File: config.mk
export PLATFORM = sky130hd
export DESIGN_NAME = rgb_to_hsv_converter_top_flat
export DESIGN_NICKNAME = d
export VERILOG_FILES = /design/src/rtl/rhc_pkg.sv /design/src/rtl/rhc_if.sv /design/src/rtl/rgb_to_hsv_converter_top.sv /design/src/flat_wrapper.sv
export SDC_FILE = /design/constraint.sdc
export NUM_CORES = 1
export LEC_CHECK = 0
export BUFFER_PORTS_ARGS = -buffer_cell sky130_fd_sc_hd__buf_2
export CAP_MARGIN = 10
export CELL_PAD_IN_SITES_DETAIL_PLACEMENT = 2
export CELL_PAD_IN_SITES_GLOBAL_PLACEMENT = 2
export CORE_MARGIN = 4
export CORE_UTILIZATION = 46
export CTS_BUF_LIST = sky130_fd_sc_hd__clkbuf_4
export DETAILED_ROUTE_END_ITERATION = 8
export PLACE_DENSITY_LB_ADDON = 0.1
export SKIP_LAST_GASP = 1
export SLEW_MARGIN = 20
export SYNTH_ARGS = -nofsm -noshare
export SYNTH_HDL_FRONTEND = slang
export SYNTH_SLANG_ARGS = --single-unit
File: constraint.sdc
create_clock -name clk_i -period 6.53 [get_ports clk_i]
set_clock_uncertainty 0.1 [all_clocks]
set_input_delay 0.3265 -clock clk_i [delete_from_list [all_inputs] [get_ports clk_i]]
set_output_delay 0.3265 -clock clk_i [all_outputs]
set_load 0.05 [all_outputs]
File: src/rtl/rhc_pkg.sv
package rhc_pkg;

  localparam int CHANNEL_BITS_DEF = 8;

  // Hue is kept in 1/64 degree.
  localparam int HUE_W      = 15;
  localparam int HUE_Q_W    = 12;
  localparam int HUE_SIXTH  = 3840;
  localparam int HUE_FULL   = 23040;
  localparam int HUE_BASE_G = 2 * HUE_SIXTH;
  localparam int HUE_BASE_B = 4 * HUE_SIXTH;

  typedef enum logic [1:0] {
    SEC_RED   = 2'd0,
    SEC_GREEN = 2'd1,
    SEC_BLUE  = 2'd2
  } sector_e;

endpackage

File: src/rtl/rhc_if.sv
interface rhc_rgb_if
  import rhc_pkg::*;
#(
  parameter int CHANNEL_BITS = CHANNEL_BITS_DEF
);
  logic                    valid;
  logic                    ready;
  logic [CHANNEL_BITS-1:0] red;
  logic [CHANNEL_BITS-1:0] green;
  logic [CHANNEL_BITS-1:0] blue;

  modport source (output valid, output red, output green, output blue, input ready);
  modport sink   (input valid, input red, input green, input blue, output ready);
endinterface

interface rhc_hsv_if
  import rhc_pkg::*;
#(
  parameter int CHANNEL_BITS = CHANNEL_BITS_DEF
);
  logic                    valid;
  logic                    ready;
  logic [HUE_W-1:0]        hue;
  logic [CHANNEL_BITS-1:0] saturation;
  logic [CHANNEL_BITS-1:0] brightness;

  modport source (output valid, output hue, output saturation, output brightness,
                  input ready);
  modport sink   (input valid, input hue, input saturation, input brightness,
                  output ready);
endinterface

File: src/rtl/rgb_to_hsv_converter_top.sv
// RGB to HSV pixel converter. Takes one pixel per clock on pix_i, unless hsv_o back-pressure
// stalls it, and returns hue (1/64 degree, 0..23039), saturation (full scale means fully
// saturated) and brightness (largest channel) on hsv_o, in order. The two restoring dividers
// resolve one quotient bit per pipeline stage; the throughput is one pixel per clock while
// hsv_o is ready. Every stage has its own valid bit and holds only while the stage after it
// is full and stalled, so bubbles close up under back-pressure. Grey pixels give hue 0 and
// saturation 0.
module rgb_to_hsv_converter_top
  import rhc_pkg::*;
#(
  parameter int CHANNEL_BITS = CHANNEL_BITS_DEF
) (
  input  logic      clk_i,
  input  logic      rst_ni,
  rhc_rgb_if.sink   pix_i,
  rhc_hsv_if.source hsv_o
);

  localparam int CB    = CHANNEL_BITS;
  localparam int QB    = (CB > HUE_Q_W) ? CB : HUE_Q_W;
  localparam int NUM_W = QB + CB;
  localparam logic [NUM_W-1:0] FULL_N  = NUM_W'((1 << CB) - 1);
  localparam logic [NUM_W-1:0] SIXTH_N = NUM_W'(HUE_SIXTH);

  // ---------------- stage 1: extremes, sector, difference ----------------
  logic          v1_q;
  logic [CB-1:0] hi1_d, hi1_q, dlt1_d, dlt1_q, mag1_d, mag1_q;
  logic          neg1_d, neg1_q;
  sector_e       sec1_d, sec1_q;
  logic          en1, en2, en_out;

  always_comb begin
    logic [CB-1:0] lo, plus, minus;
    hi1_d = pix_i.red;
    lo    = pix_i.red;
    if (pix_i.green > hi1_d) hi1_d = pix_i.green;
    if (pix_i.blue > hi1_d)  hi1_d = pix_i.blue;
    if (pix_i.green < lo)    lo = pix_i.green;
    if (pix_i.blue < lo)     lo = pix_i.blue;
    dlt1_d = hi1_d - lo;
    priority if (hi1_d == pix_i.red) begin
      sec1_d = SEC_RED;
      plus   = pix_i.green;
      minus  = pix_i.blue;
    end else if (hi1_d == pix_i.green) begin
      sec1_d = SEC_GREEN;
      plus   = pix_i.blue;
      minus  = pix_i.red;
    end else begin
      sec1_d = SEC_BLUE;
      plus   = pix_i.red;
      minus  = pix_i.green;
    end
    neg1_d = plus < minus;
    mag1_d = neg1_d ? (minus - plus) : (plus - minus);
  end

  always_ff @(posedge clk_i or negedge rst_ni) begin
    if (!rst_ni) begin
      v1_q <= 1'b0;
    end else if (en1) begin
      v1_q <= pix_i.valid;
    end
  end

  always_ff @(posedge clk_i) begin
    if (en1) begin
      hi1_q  <= hi1_d;
      dlt1_q <= dlt1_d;
      mag1_q <= mag1_d;
      neg1_q <= neg1_d;
      sec1_q <= sec1_d;
    end
  end

  // ---------------- stage 2: numerators ----------------
  logic             v2_q;
  logic [CB-1:0]    hi2_q, dlt2_q;
  logic [NUM_W-1:0] hnum2_q, snum2_q;
  logic             neg2_q, zero2_q;
  sector_e          sec2_q;

  always_ff @(posedge clk_i or negedge rst_ni) begin
    if (!rst_ni) begin
      v2_q <= 1'b0;
    end else if (en2) begin
      v2_q <= v1_q;
    end
  end

  always_ff @(posedge clk_i) begin
    if (en2) begin
      hi2_q   <= hi1_q;
      dlt2_q  <= dlt1_q;
      hnum2_q <= NUM_W'(mag1_q) * SIXTH_N;
      snum2_q <= NUM_W'(dlt1_q) * FULL_N;
      neg2_q  <= neg1_q;
      zero2_q <= (dlt1_q == '0);
      sec2_q  <= sec1_q;
    end
  end

  // ---------------- division stages: one quotient bit each ----------------
  logic             dv_q   [QB];
  logic [CB-1:0]    hden_q [QB];
  logic [CB-1:0]    sden_q [QB];
  logic [NUM_W-1:0] hnum_q [QB];
  logic [NUM_W-1:0] snum_q [QB];
  logic [QB-1:0]    hq_q   [QB];
  logic [QB-1:0]    sq_q   [QB];
  logic             dneg_q [QB];
  logic             dzero_q[QB];
  sector_e          dsec_q [QB];
  logic             en_div [QB];

  for (genvar k = 0; k < QB; k++) begin : g_div
    localparam int SH = QB - 1 - k;
    logic             v_in, neg_in, zero_in;
    logic [CB-1:0]    hden_in, sden_in;
    logic [NUM_W-1:0] hnum_in, snum_in, hsub, ssub;
    logic [QB-1:0]    hq_in, sq_in;
    sector_e          sec_in;
    logic             hge, sge;

    if (k == 0) begin : g_first
      assign v_in    = v2_q;
      assign hden_in = dlt2_q;
      assign sden_in = hi2_q;
      assign hnum_in = hnum2_q;
      assign snum_in = snum2_q;
      assign hq_in   = '0;
      assign sq_in   = '0;
      assign neg_in  = neg2_q;
      assign zero_in = zero2_q;
      assign sec_in  = sec2_q;
    end else begin : g_next
      assign v_in    = dv_q[k-1];
      assign hden_in = hden_q[k-1];
      assign sden_in = sden_q[k-1];
      assign hnum_in = hnum_q[k-1];
      assign snum_in = snum_q[k-1];
      assign hq_in   = hq_q[k-1];
      assign sq_in   = sq_q[k-1];
      assign neg_in  = dneg_q[k-1];
      assign zero_in = dzero_q[k-1];
      assign sec_in  = dsec_q[k-1];
    end

    if (k == QB - 1) begin : g_last_en
      assign en_div[k] = !dv_q[k] || en_out;
    end else begin : g_mid_en
      assign en_div[k] = !dv_q[k] || en_div[k+1];
    end

    assign hsub = NUM_W'(hden_in) << SH;
    assign ssub = NUM_W'(sden_in) << SH;
    assign hge  = hnum_in >= hsub;
    assign sge  = snum_in >= ssub;

    always_ff @(posedge clk_i or negedge rst_ni) begin
      if (!rst_ni) begin
        dv_q[k] <= 1'b0;
      end else if (en_div[k]) begin
        dv_q[k] <= v_in;
      end
    end

    always_ff @(posedge clk_i) begin
      if (en_div[k]) begin
        hden_q[k]  <= hden_in;
        sden_q[k]  <= sden_in;
        hnum_q[k]  <= hge ? (hnum_in - hsub) : hnum_in;
        snum_q[k]  <= sge ? (snum_in - ssub) : snum_in;
        hq_q[k]    <= {hq_in[QB-2:0], hge};
        sq_q[k]    <= {sq_in[QB-2:0], sge};
        dneg_q[k]  <= neg_in;
        dzero_q[k] <= zero_in;
        dsec_q[k]  <= sec_in;
      end
    end
  end

  assign en2     = !v2_q || en_div[0];
  assign en1     = !v1_q || en2;
  assign pix_i.ready = en1;

  // ---------------- output stage: sector offset and wrap ----------------
  logic             out_v_q;
  logic [HUE_W-1:0] hue_d, hue_q;
  logic [CB-1:0]    sat_q, bri_q;

  assign en_out = !out_v_q || hsv_o.ready;

  always_comb begin
    logic [HUE_W-1:0] base, q;
    unique case (dsec_q[QB-1])
      SEC_RED:   base = '0;
      SEC_GREEN: base = HUE_W'(HUE_BASE_G);
      SEC_BLUE:  base = HUE_W'(HUE_BASE_B);
      default:   base = '0;
    endcase
    q = HUE_W'(hq_q[QB-1][HUE_Q_W-1:0]);
    if (dzero_q[QB-1]) begin
      hue_d = '0;
    end else if (!dneg_q[QB-1]) begin
      hue_d = base + q;
    end else if (base >= q) begin
      hue_d = base - q;
    end else begin
      hue_d = base + HUE_W'(HUE_FULL) - q;
    end
  end

  always_ff @(posedge clk_i or negedge rst_ni) begin
    if (!rst_ni) begin
      out_v_q <= 1'b0;
    end else if (en_out) begin
      out_v_q <= dv_q[QB-1];
    end
  end

  always_ff @(posedge clk_i) begin
    if (en_out) begin
      hue_q <= hue_d;
      sat_q <= dzero_q[QB-1] ? '0 : sq_q[QB-1][CB-1:0];
      bri_q <= sden_q[QB-1];
    end
  end

  assign hsv_o.valid      = out_v_q;
  assign hsv_o.hue        = hue_q;
  assign hsv_o.saturation = sat_q;
  assign hsv_o.brightness = bri_q;

`ifndef SYNTHESIS
  a_hue_range : assert property (@(posedge clk_i) disable iff (!rst_ni)
    hsv_o.valid |-> hsv_o.hue < HUE_W'(HUE_FULL))
    else $error("hue out of range");

  a_sat_needs_bri : assert property (@(posedge clk_i) disable iff (!rst_ni)
    hsv_o.valid && hsv_o.saturation != '0 |-> hsv_o.brightness != '0)
    else $error("saturation without brightness");

  a_grey_hue : assert property (@(posedge clk_i) disable iff (!rst_ni)
    hsv_o.valid && hsv_o.saturation == '0 |-> hsv_o.hue == '0)
    else $error("grey pixel with nonzero hue");

  a_stall_origin : assert property (@(posedge clk_i) disable iff (!rst_ni)
    !pix_i.ready |-> hsv_o.valid && !hsv_o.ready)
    else $error("input stalled without output back-pressure");
`endif

endmodule

File: src/flat_wrapper.sv
// flat-port wrapper written by rule: the top's interface ports become plain ports
module rgb_to_hsv_converter_top_flat import rhc_pkg::*;
#(
  parameter int CHANNEL_BITS = CHANNEL_BITS_DEF
)
  (clk_i, rst_ni, pix_i_valid, pix_i_red, pix_i_green, pix_i_blue, pix_i_ready, hsv_o_valid, hsv_o_hue, hsv_o_saturation, hsv_o_brightness, hsv_o_ready);
  rhc_rgb_if #(.CHANNEL_BITS(CHANNEL_BITS)) pix_i_i ();
  rhc_hsv_if #(.CHANNEL_BITS(CHANNEL_BITS)) hsv_o_i ();
  input  logic clk_i;
  input  logic rst_ni;
  input wire logic [$bits(pix_i_i.valid)-1:0] pix_i_valid;
  input wire logic [$bits(pix_i_i.red)-1:0] pix_i_red;
  input wire logic [$bits(pix_i_i.green)-1:0] pix_i_green;
  input wire logic [$bits(pix_i_i.blue)-1:0] pix_i_blue;
  output wire logic [$bits(pix_i_i.ready)-1:0] pix_i_ready;
  output wire logic [$bits(hsv_o_i.valid)-1:0] hsv_o_valid;
  output wire logic [$bits(hsv_o_i.hue)-1:0] hsv_o_hue;
  output wire logic [$bits(hsv_o_i.saturation)-1:0] hsv_o_saturation;
  output wire logic [$bits(hsv_o_i.brightness)-1:0] hsv_o_brightness;
  input wire logic [$bits(hsv_o_i.ready)-1:0] hsv_o_ready;
  assign pix_i_i.valid = pix_i_valid;
  assign pix_i_i.red = pix_i_red;
  assign pix_i_i.green = pix_i_green;
  assign pix_i_i.blue = pix_i_blue;
  assign pix_i_ready = pix_i_i.ready;
  assign hsv_o_valid = hsv_o_i.valid;
  assign hsv_o_hue = hsv_o_i.hue;
  assign hsv_o_saturation = hsv_o_i.saturation;
  assign hsv_o_brightness = hsv_o_i.brightness;
  assign hsv_o_i.ready = hsv_o_ready;
  rgb_to_hsv_converter_top #(.CHANNEL_BITS(CHANNEL_BITS)) u_core (.clk_i(clk_i), .rst_ni(rst_ni), .pix_i(pix_i_i), .hsv_o(hsv_o_i));
endmodule
== Word level (Yosys, flattened, before mapping) ==
Memory sizes are Yosys's and may differ from the RTL's. A register that Yosys moved wholly into a read port is not among the register bits.
Index checks and enable logic that the tools add are counted.

* Output and inout bits: 33
* Word-level logic and storage cells: 196
* Bits of input ports: 28
* Memory bits (writable): 1,008
* Memories kept: 9
* Register bits: 105

{| class="wikitable"
|+ Memories
! memory !! depth !! width !! read ports !! clocked after Yosys merged registers in !! write ports !! line !! RTL
|-
| u_core.hnum_q || 12 || 20 || 11 || 0 || 12 || rgb_to_hsv_converter_top.sv:107 || <nowiki>logic [NUM_W-1:0] hnum_q [QB];</nowiki>
|-
| u_core.snum_q || 12 || 20 || 11 || 0 || 12 || rgb_to_hsv_converter_top.sv:108 || <nowiki>logic [NUM_W-1:0] snum_q [QB];</nowiki>
|-
| u_core.hq_q || 12 || 12 || 12 || 0 || 12 || rgb_to_hsv_converter_top.sv:109 || <nowiki>logic [QB-1:0] hq_q [QB];</nowiki>
|-
| u_core.sq_q || 12 || 12 || 12 || 1 || 12 || rgb_to_hsv_converter_top.sv:110 || <nowiki>logic [QB-1:0] sq_q [QB];</nowiki>
|-
| u_core.hden_q || 12 || 8 || 11 || 0 || 12 || rgb_to_hsv_converter_top.sv:105 || <nowiki>logic [CB-1:0] hden_q [QB];</nowiki>
|-
| u_core.sden_q || 12 || 8 || 12 || 1 || 12 || rgb_to_hsv_converter_top.sv:106 || <nowiki>logic [CB-1:0] sden_q [QB];</nowiki>
|-
| 3 more memories || - || - || - || - || - || - ||
|}

* Muxes and demuxes: 61
* Eq/ne operators: 4
* Multipliers: 2
* Add/subtract/negate cells: 31
* $lt $le $gt $ge: 30
* Reductions and logical operators: 31

{| class="wikitable"
|+ Operator list
! kind !! number
|-
| 20-bit two-way mux || 24
|-
| 8-bit two-way mux || 9
|-
| 20-bit by 10-bit greater-or-equal comparator with 1-bit output || 2
|-
| 20-bit by 11-bit greater-or-equal comparator with 1-bit output || 2
|-
| 20-bit by 12-bit greater-or-equal comparator with 1-bit output || 2
|-
| 20-bit by 13-bit greater-or-equal comparator with 1-bit output || 2
|-
| 20-bit by 14-bit greater-or-equal comparator with 1-bit output || 2
|-
| 20-bit by 15-bit greater-or-equal comparator with 1-bit output || 2
|-
| 20-bit by 16-bit greater-or-equal comparator with 1-bit output || 2
|-
| 20-bit by 17-bit greater-or-equal comparator with 1-bit output || 2
|-
| 20-bit by 18-bit greater-or-equal comparator with 1-bit output || 2
|-
| 20-bit by 8-bit greater-or-equal comparator with 1-bit output || 2
|-
| 20-bit by 9-bit greater-or-equal comparator with 1-bit output || 2
|-
| 20-bit by 10-bit subtractor with 20-bit output || 2
|-
| 20-bit by 11-bit subtractor with 20-bit output || 2
|-
| 20-bit by 12-bit subtractor with 20-bit output || 2
|-
| 20-bit by 13-bit subtractor with 20-bit output || 2
|-
| 20-bit by 14-bit subtractor with 20-bit output || 2
|-
| 20-bit by 15-bit subtractor with 20-bit output || 2
|-
| 20-bit by 16-bit subtractor with 20-bit output || 2
|-
| 20-bit by 17-bit subtractor with 20-bit output || 2
|-
| 20-bit by 18-bit subtractor with 20-bit output || 2
|-
| 20-bit by 8-bit subtractor with 20-bit output || 2
|-
| 20-bit by 9-bit subtractor with 20-bit output || 2
|-
| other kinds (24) || 82
|}

== Logic depth before layout (Yosys ltp) ==
* Depth in word-level cells: 16
* Depth in mapped cells: 39
* Mapped depth without buffers: 32

== Least setup slack after synthesis ==
OpenSTA, ideal clock, no wires.

* Path type: input -> register
* Start: in pix_i_red[6]
* End: reg u_core.mag1_q[7] (data pin)
* Arrival time: 6.884 ns
* Required time: 6.162 ns
* Path buffers: 5
* Slack: -0.722 ns
* Stages on the path: 32
* Setup time: 0.268 ns
* Cell sequence: clkbuf_1 inv_1 ha_1 and4_1 a21boi_0 o21ai_1 mux2i_1 ha_1 a211oi_2 nor2_2 o31a_1 buf_2 a31oi_1 a32oi_1 a2111oi_4 nand2_1 buf_2 clkbuf_1 a21oi_1 a21oi_1 ha_1 a21o_1 a21oi_1 o21bai_1 a21oi_1 o21ai_0 clkbuf_1 inv_1 or3_1 o311ai_0 o311ai_2 xor2_1

* Cells in the longest elaborated chain, start to end: 9
* Elaborated cells on any way between the ends: 14
* Those cells by class: 2 x add/sub; 3 x order compare; 2 x eq/ne; 7 x mux

{| class="wikitable"
|+ RTL lines
! what !! line !! RTL
|-
| start: declaration || flat_wrapper.sv:12 || <nowiki>input wire logic [$bits(pix_i_i.red)-1:0] pix_i_red;</nowiki>
|-
| 8-bit > comparator || rgb_to_hsv_converter_top.sv:36 || <nowiki>if (pix_i.green > hi1_d) hi1_d = pix_i.green;</nowiki>
|-
| 8-bit two-way mux || rgb_to_hsv_converter_top.sv:36 ||
|-
| 8-bit > comparator || rgb_to_hsv_converter_top.sv:37 || <nowiki>if (pix_i.blue > hi1_d) hi1_d = pix_i.blue;</nowiki>
|-
| 8-bit two-way mux || rgb_to_hsv_converter_top.sv:37 ||
|-
| 8-bit == test || rgb_to_hsv_converter_top.sv:45 || <nowiki>end else if (hi1_d == pix_i.green) begin</nowiki>
|-
| 8-bit two-way mux || rgb_to_hsv_converter_top.sv:45 ||
|-
| 8-bit two-way mux || rgb_to_hsv_converter_top.sv:41 || <nowiki>priority if (hi1_d == pix_i.red) begin</nowiki>
|-
| 8-bit < comparator (*) || rgb_to_hsv_converter_top.sv:54 || <nowiki>neg1_d = plus < minus;</nowiki>
|-
| via u_core.neg1_d || rgb_to_hsv_converter_top.sv:28 || <nowiki>logic neg1_d, neg1_q;</nowiki>
|-
| 8-bit two-way mux (*) || rgb_to_hsv_converter_top.sv:55 || <nowiki>mag1_d = neg1_d ? (minus - plus) : (plus - minus);</nowiki>
|-
| via u_core.mag1_d[7] || rgb_to_hsv_converter_top.sv:27 || <nowiki>logic [CB-1:0] hi1_d, hi1_q, dlt1_d, dlt1_q, mag1_d, mag1_q;</nowiki>
|-
| end signal: assignment || rgb_to_hsv_converter_top.sv:70 || <nowiki>mag1_q <= mag1_d;</nowiki>
|-
| end: declaration || rgb_to_hsv_converter_top.sv:27 ||
|}

The timed path passes the listed nets; every way through them passes the cells marked *.
A chain may end at the register's enable or synchronous reset.

== Final worst setup path ==
* Start: in pix_i_red[7]
* End: reg u_core.mag1_q[7] (data pin)

* Cells in the longest elaborated chain, start to end: 9
* Elaborated cells on any way between the ends: 14
* Those cells by class: 2 x add/sub; 3 x order compare; 2 x eq/ne; 7 x mux

{| class="wikitable"
|+ RTL lines
! what !! line
|-
| 8-bit > comparator || rgb_to_hsv_converter_top.sv:36
|-
| 8-bit two-way mux || rgb_to_hsv_converter_top.sv:36
|-
| 8-bit > comparator || rgb_to_hsv_converter_top.sv:37
|-
| 8-bit two-way mux || rgb_to_hsv_converter_top.sv:37
|-
| 8-bit == test || rgb_to_hsv_converter_top.sv:45
|-
| 8-bit two-way mux || rgb_to_hsv_converter_top.sv:45
|-
| 8-bit two-way mux || rgb_to_hsv_converter_top.sv:41
|-
| 8-bit subtractor or 8-bit < comparator (tied branches) || rgb_to_hsv_converter_top.sv:55, rgb_to_hsv_converter_top.sv:54
|-
| 8-bit two-way mux (*) || rgb_to_hsv_converter_top.sv:55
|-
| via u_core.mag1_d[7] || rgb_to_hsv_converter_top.sv:27
|}

Marks and branches as above.

==> results.json <==
{
  "grt_util_all_layers": 0.257,
  "clk_pin_slew_ns": 0.06,
  "yosys.cell_types.count": 90,
  "synth_warnings": 0,
  "fmax_ghz": 0.157,
  "grt_pass1_wl_um": 199000,
  "drive_above_1_share": 0.149,
  "synthArstFlopShare": 0.0180,
  "io_buffers": 60,
  "critPathTopFamily": "compound AO/OA/AOI/OAI gates",
  "max-cap-violations": 0,
  "ant_nets": 0,
  "gp_congestion": 0.909,
  "grt_pass1_vias": 34200,
  "synth_area_mm2": 0.0432,
  "worst_pin_slew_ns": 1.08,
  "core_area_mm2": 0.0933,
  "synth_ff_type": "edfxtp_1",
  "period_minus_slack_ns": 6.37,
  "finalNonFillerCells": 5314,
  "fp.dieW_um": 315,
  "maxSlewViolCount": 0,
  "start_util": 0.463,
  "fin_crit_sh": 0.976,
  "grt_max_degree": 78,
  "yosys_register_bits": 835,
  "multiInputGateArea_mm2": 0.0167,
  "dieArea_mm2": 0.0989,
  "hold_path_class": "input port to register",
  "syn_to_final_growth_pct": 13.7,
  "crit_top_cell": "buf_4",
  "rows": 112,
  "regArea_mm2": 0.0250,
  "cp_data_arrival_time_ns": 7.11,
  "die_y_um": 315,
  "cts_made_buffers": 223,
  "worstSetupPathType": "input port to register",
  "drt_iter0_markers": 1542,
  "r2r_start": "u_core.dlt1_q[3]",
  "clk_latency_ns": 1.15,
  "end_kind": "register",
  "cp_slowest_stage_delay_ns": 0.53,
  "fill_cells": 9095,
  "critPathMaxFanout": 9,
  "hold_viol_final": 0,
  "drt_wl_total_um": 127000,
  "required_ns": 7.27,
  "tns_ns": 0,
  "startpoint_type": "input port",
  "clock_sinks": 835,
  "dpl.hpwl_um": 86500,
  "clk_path_buf_depth": 3,
  "cts_tree": "done",
  "syn_nets": 3905,
  "grt_antenna_before_repair": 2,
  "nets": 4274,
  "synth_area_per_cell_um2": 12.3,
  "crit_slowest_cell": "dlygate4sd3_1",
  "syn_inst": 3503,
  "crit_buf_inv": 7,
  "final_core_utilization": 0.527,
  "crit_path_start": "pix_i_red[7]",
  "synth_edf_count": 820,
  "status": "completed",
  "route.detailed.drc": 0,
  "overflow": 0,
  "routed_via_density": 5.50,
  "min-delay-start": "pix_i_red[4]",
  "finalSetupViolations": 0,
  "post_drt_wl_per_cell_um": 23.8,
  "io_pins": 61,
  "drt_first_pass_iters": 5,
  "dr_total_vias": 29200,
  "htree_levels": 4,
  "timing.hold.ws_ns": 0.0713,
  "max_slew_margin": 0.283,
  "place_inst": 4863,
  "final_cell_mix": "edfxtp_1, inv_1, clkbuf_4, ha_1, nor2_1",
  "final_common_cell": "edfxtp_1",
  "cts_root_buffer": "clkbuf_4",
  "ys_seq_area_frac": 0.578
}
==> tightest hold or removal path: cells and delay by family <==
kind	cells	cell delay (ns)
muxes	1	0.20
AOI/OAI and AO/OA	1	0.12
buffers and inverters	3	0.43
==> worst paths after layout <==
| path | end | slack (ns) | depth (start not counted) |
|---|---|---|---|
| worst max-delay path | u_core.mag1_q[7] | 0.16 | 34 |
| worst max register to register | u_core.g_div[0].snum_in[15] | 1.39 | 16 |
| worst min register to register | u_core.dzero_q[2][0] | 0.31 | 0 |
| min in group asynchronous | u_core.g_div[3].v_in | 0.48 | 3 |
| max in group asynchronous | u_core.g_div[1].v_in | 5.18 | 3 |
| worst min-delay path | u_core.hi1_q[4] | 0.07 | 5 |
==> cells by family after synthesis <==
| family | after synthesis | synth area share |
|---|---|---|
| AOI/OAI and AO/OA | 663 | 0.0972 |
| DFF | 835 | 0.578 |
| and+or+nand+nor | 863 | 0.101 |
| muxes | 41 | 0.00982 |
| buffers and inverters | 470 | 0.0414 |
| adders and majority gates | 374 | 0.120 |
| xor gates and xnor gates | 257 | 0.0521 |
==> timing repair <==
| item | CTS | global route |
|---|---|---|
| endpoints found under the hold margin | 39 | 0 |
| hold buffers | 28 | 0 |
| setup buffers | 0 | 10 |
| resized for setup | 0 | 37 |
| endpoints found under the setup margin | 0 | 5 |
==> flip-flops by register name, indices dropped and copies added, names as in the netlist, 12 cells and up <==
name,count
u_core.g_div.snum_in,15
u_core.hden_q,85
u_core.hq_q,78
u_core.snum_q,212
u_core.hnum_q,160
u_core.sden_q,96
u_core.dsec_q,24
u_core.g_div.v_in,12
u_core.sq_q,36
u_core.dneg_q,12
u_core.g_div.hnum_in,12
u_core.hsv_o.hue,15
u_core.dzero_q,12
==> cells in the mapped netlist, drive strengths merged, types with 56 or more instances <==
master	n	area, um^2
inv	411	1540
xnor2	147	1290
nor2b	68	425
edfxtp	820	24600
a21oi	191	960
nor2	238	898
a21o	94	706
nor4	56	357
ha	304	3800
o21ai	179	896
xor2	110	963
nand2b	68	425
fa	70	1400
nand2	208	788
==> metal layers <==
layer	global-route usage	routed length (um)	vias up
met5	0	0	-
met4	0.107	4990	0
met3	0.0389	3320	306
met2	0.511	71600	564
met1	0.263	46600	14900
li1	-	-	13500
==> cell type report <==
class | instances | share of cell area
clock inverters | 94 | 0.0101
multi-input cells | 2198 | 0.340
inverters | 412 | 0.0315
repair buffers | 202 | 0.0298
well taps | 1254 | 0.0319
flip-flops and latches | 835 | 0.509
diodes | 7 | 0.000356
clock buffers | 312 | 0.0477
==> stage by stage <==
step / cell area, um^2 / setup WS, ns
global route: 49100 / -0.0208
floorplan: 43300 / 0.00615
detailed placement: 45700 / -0.535
finish: 49100 / 0.157
global placement: 45700 / -0.152
CTS: 48800 / 0.0974
Power is not shown: default switching activity piles up to over one toggle a cycle in this logic, so the estimate is an artifact.
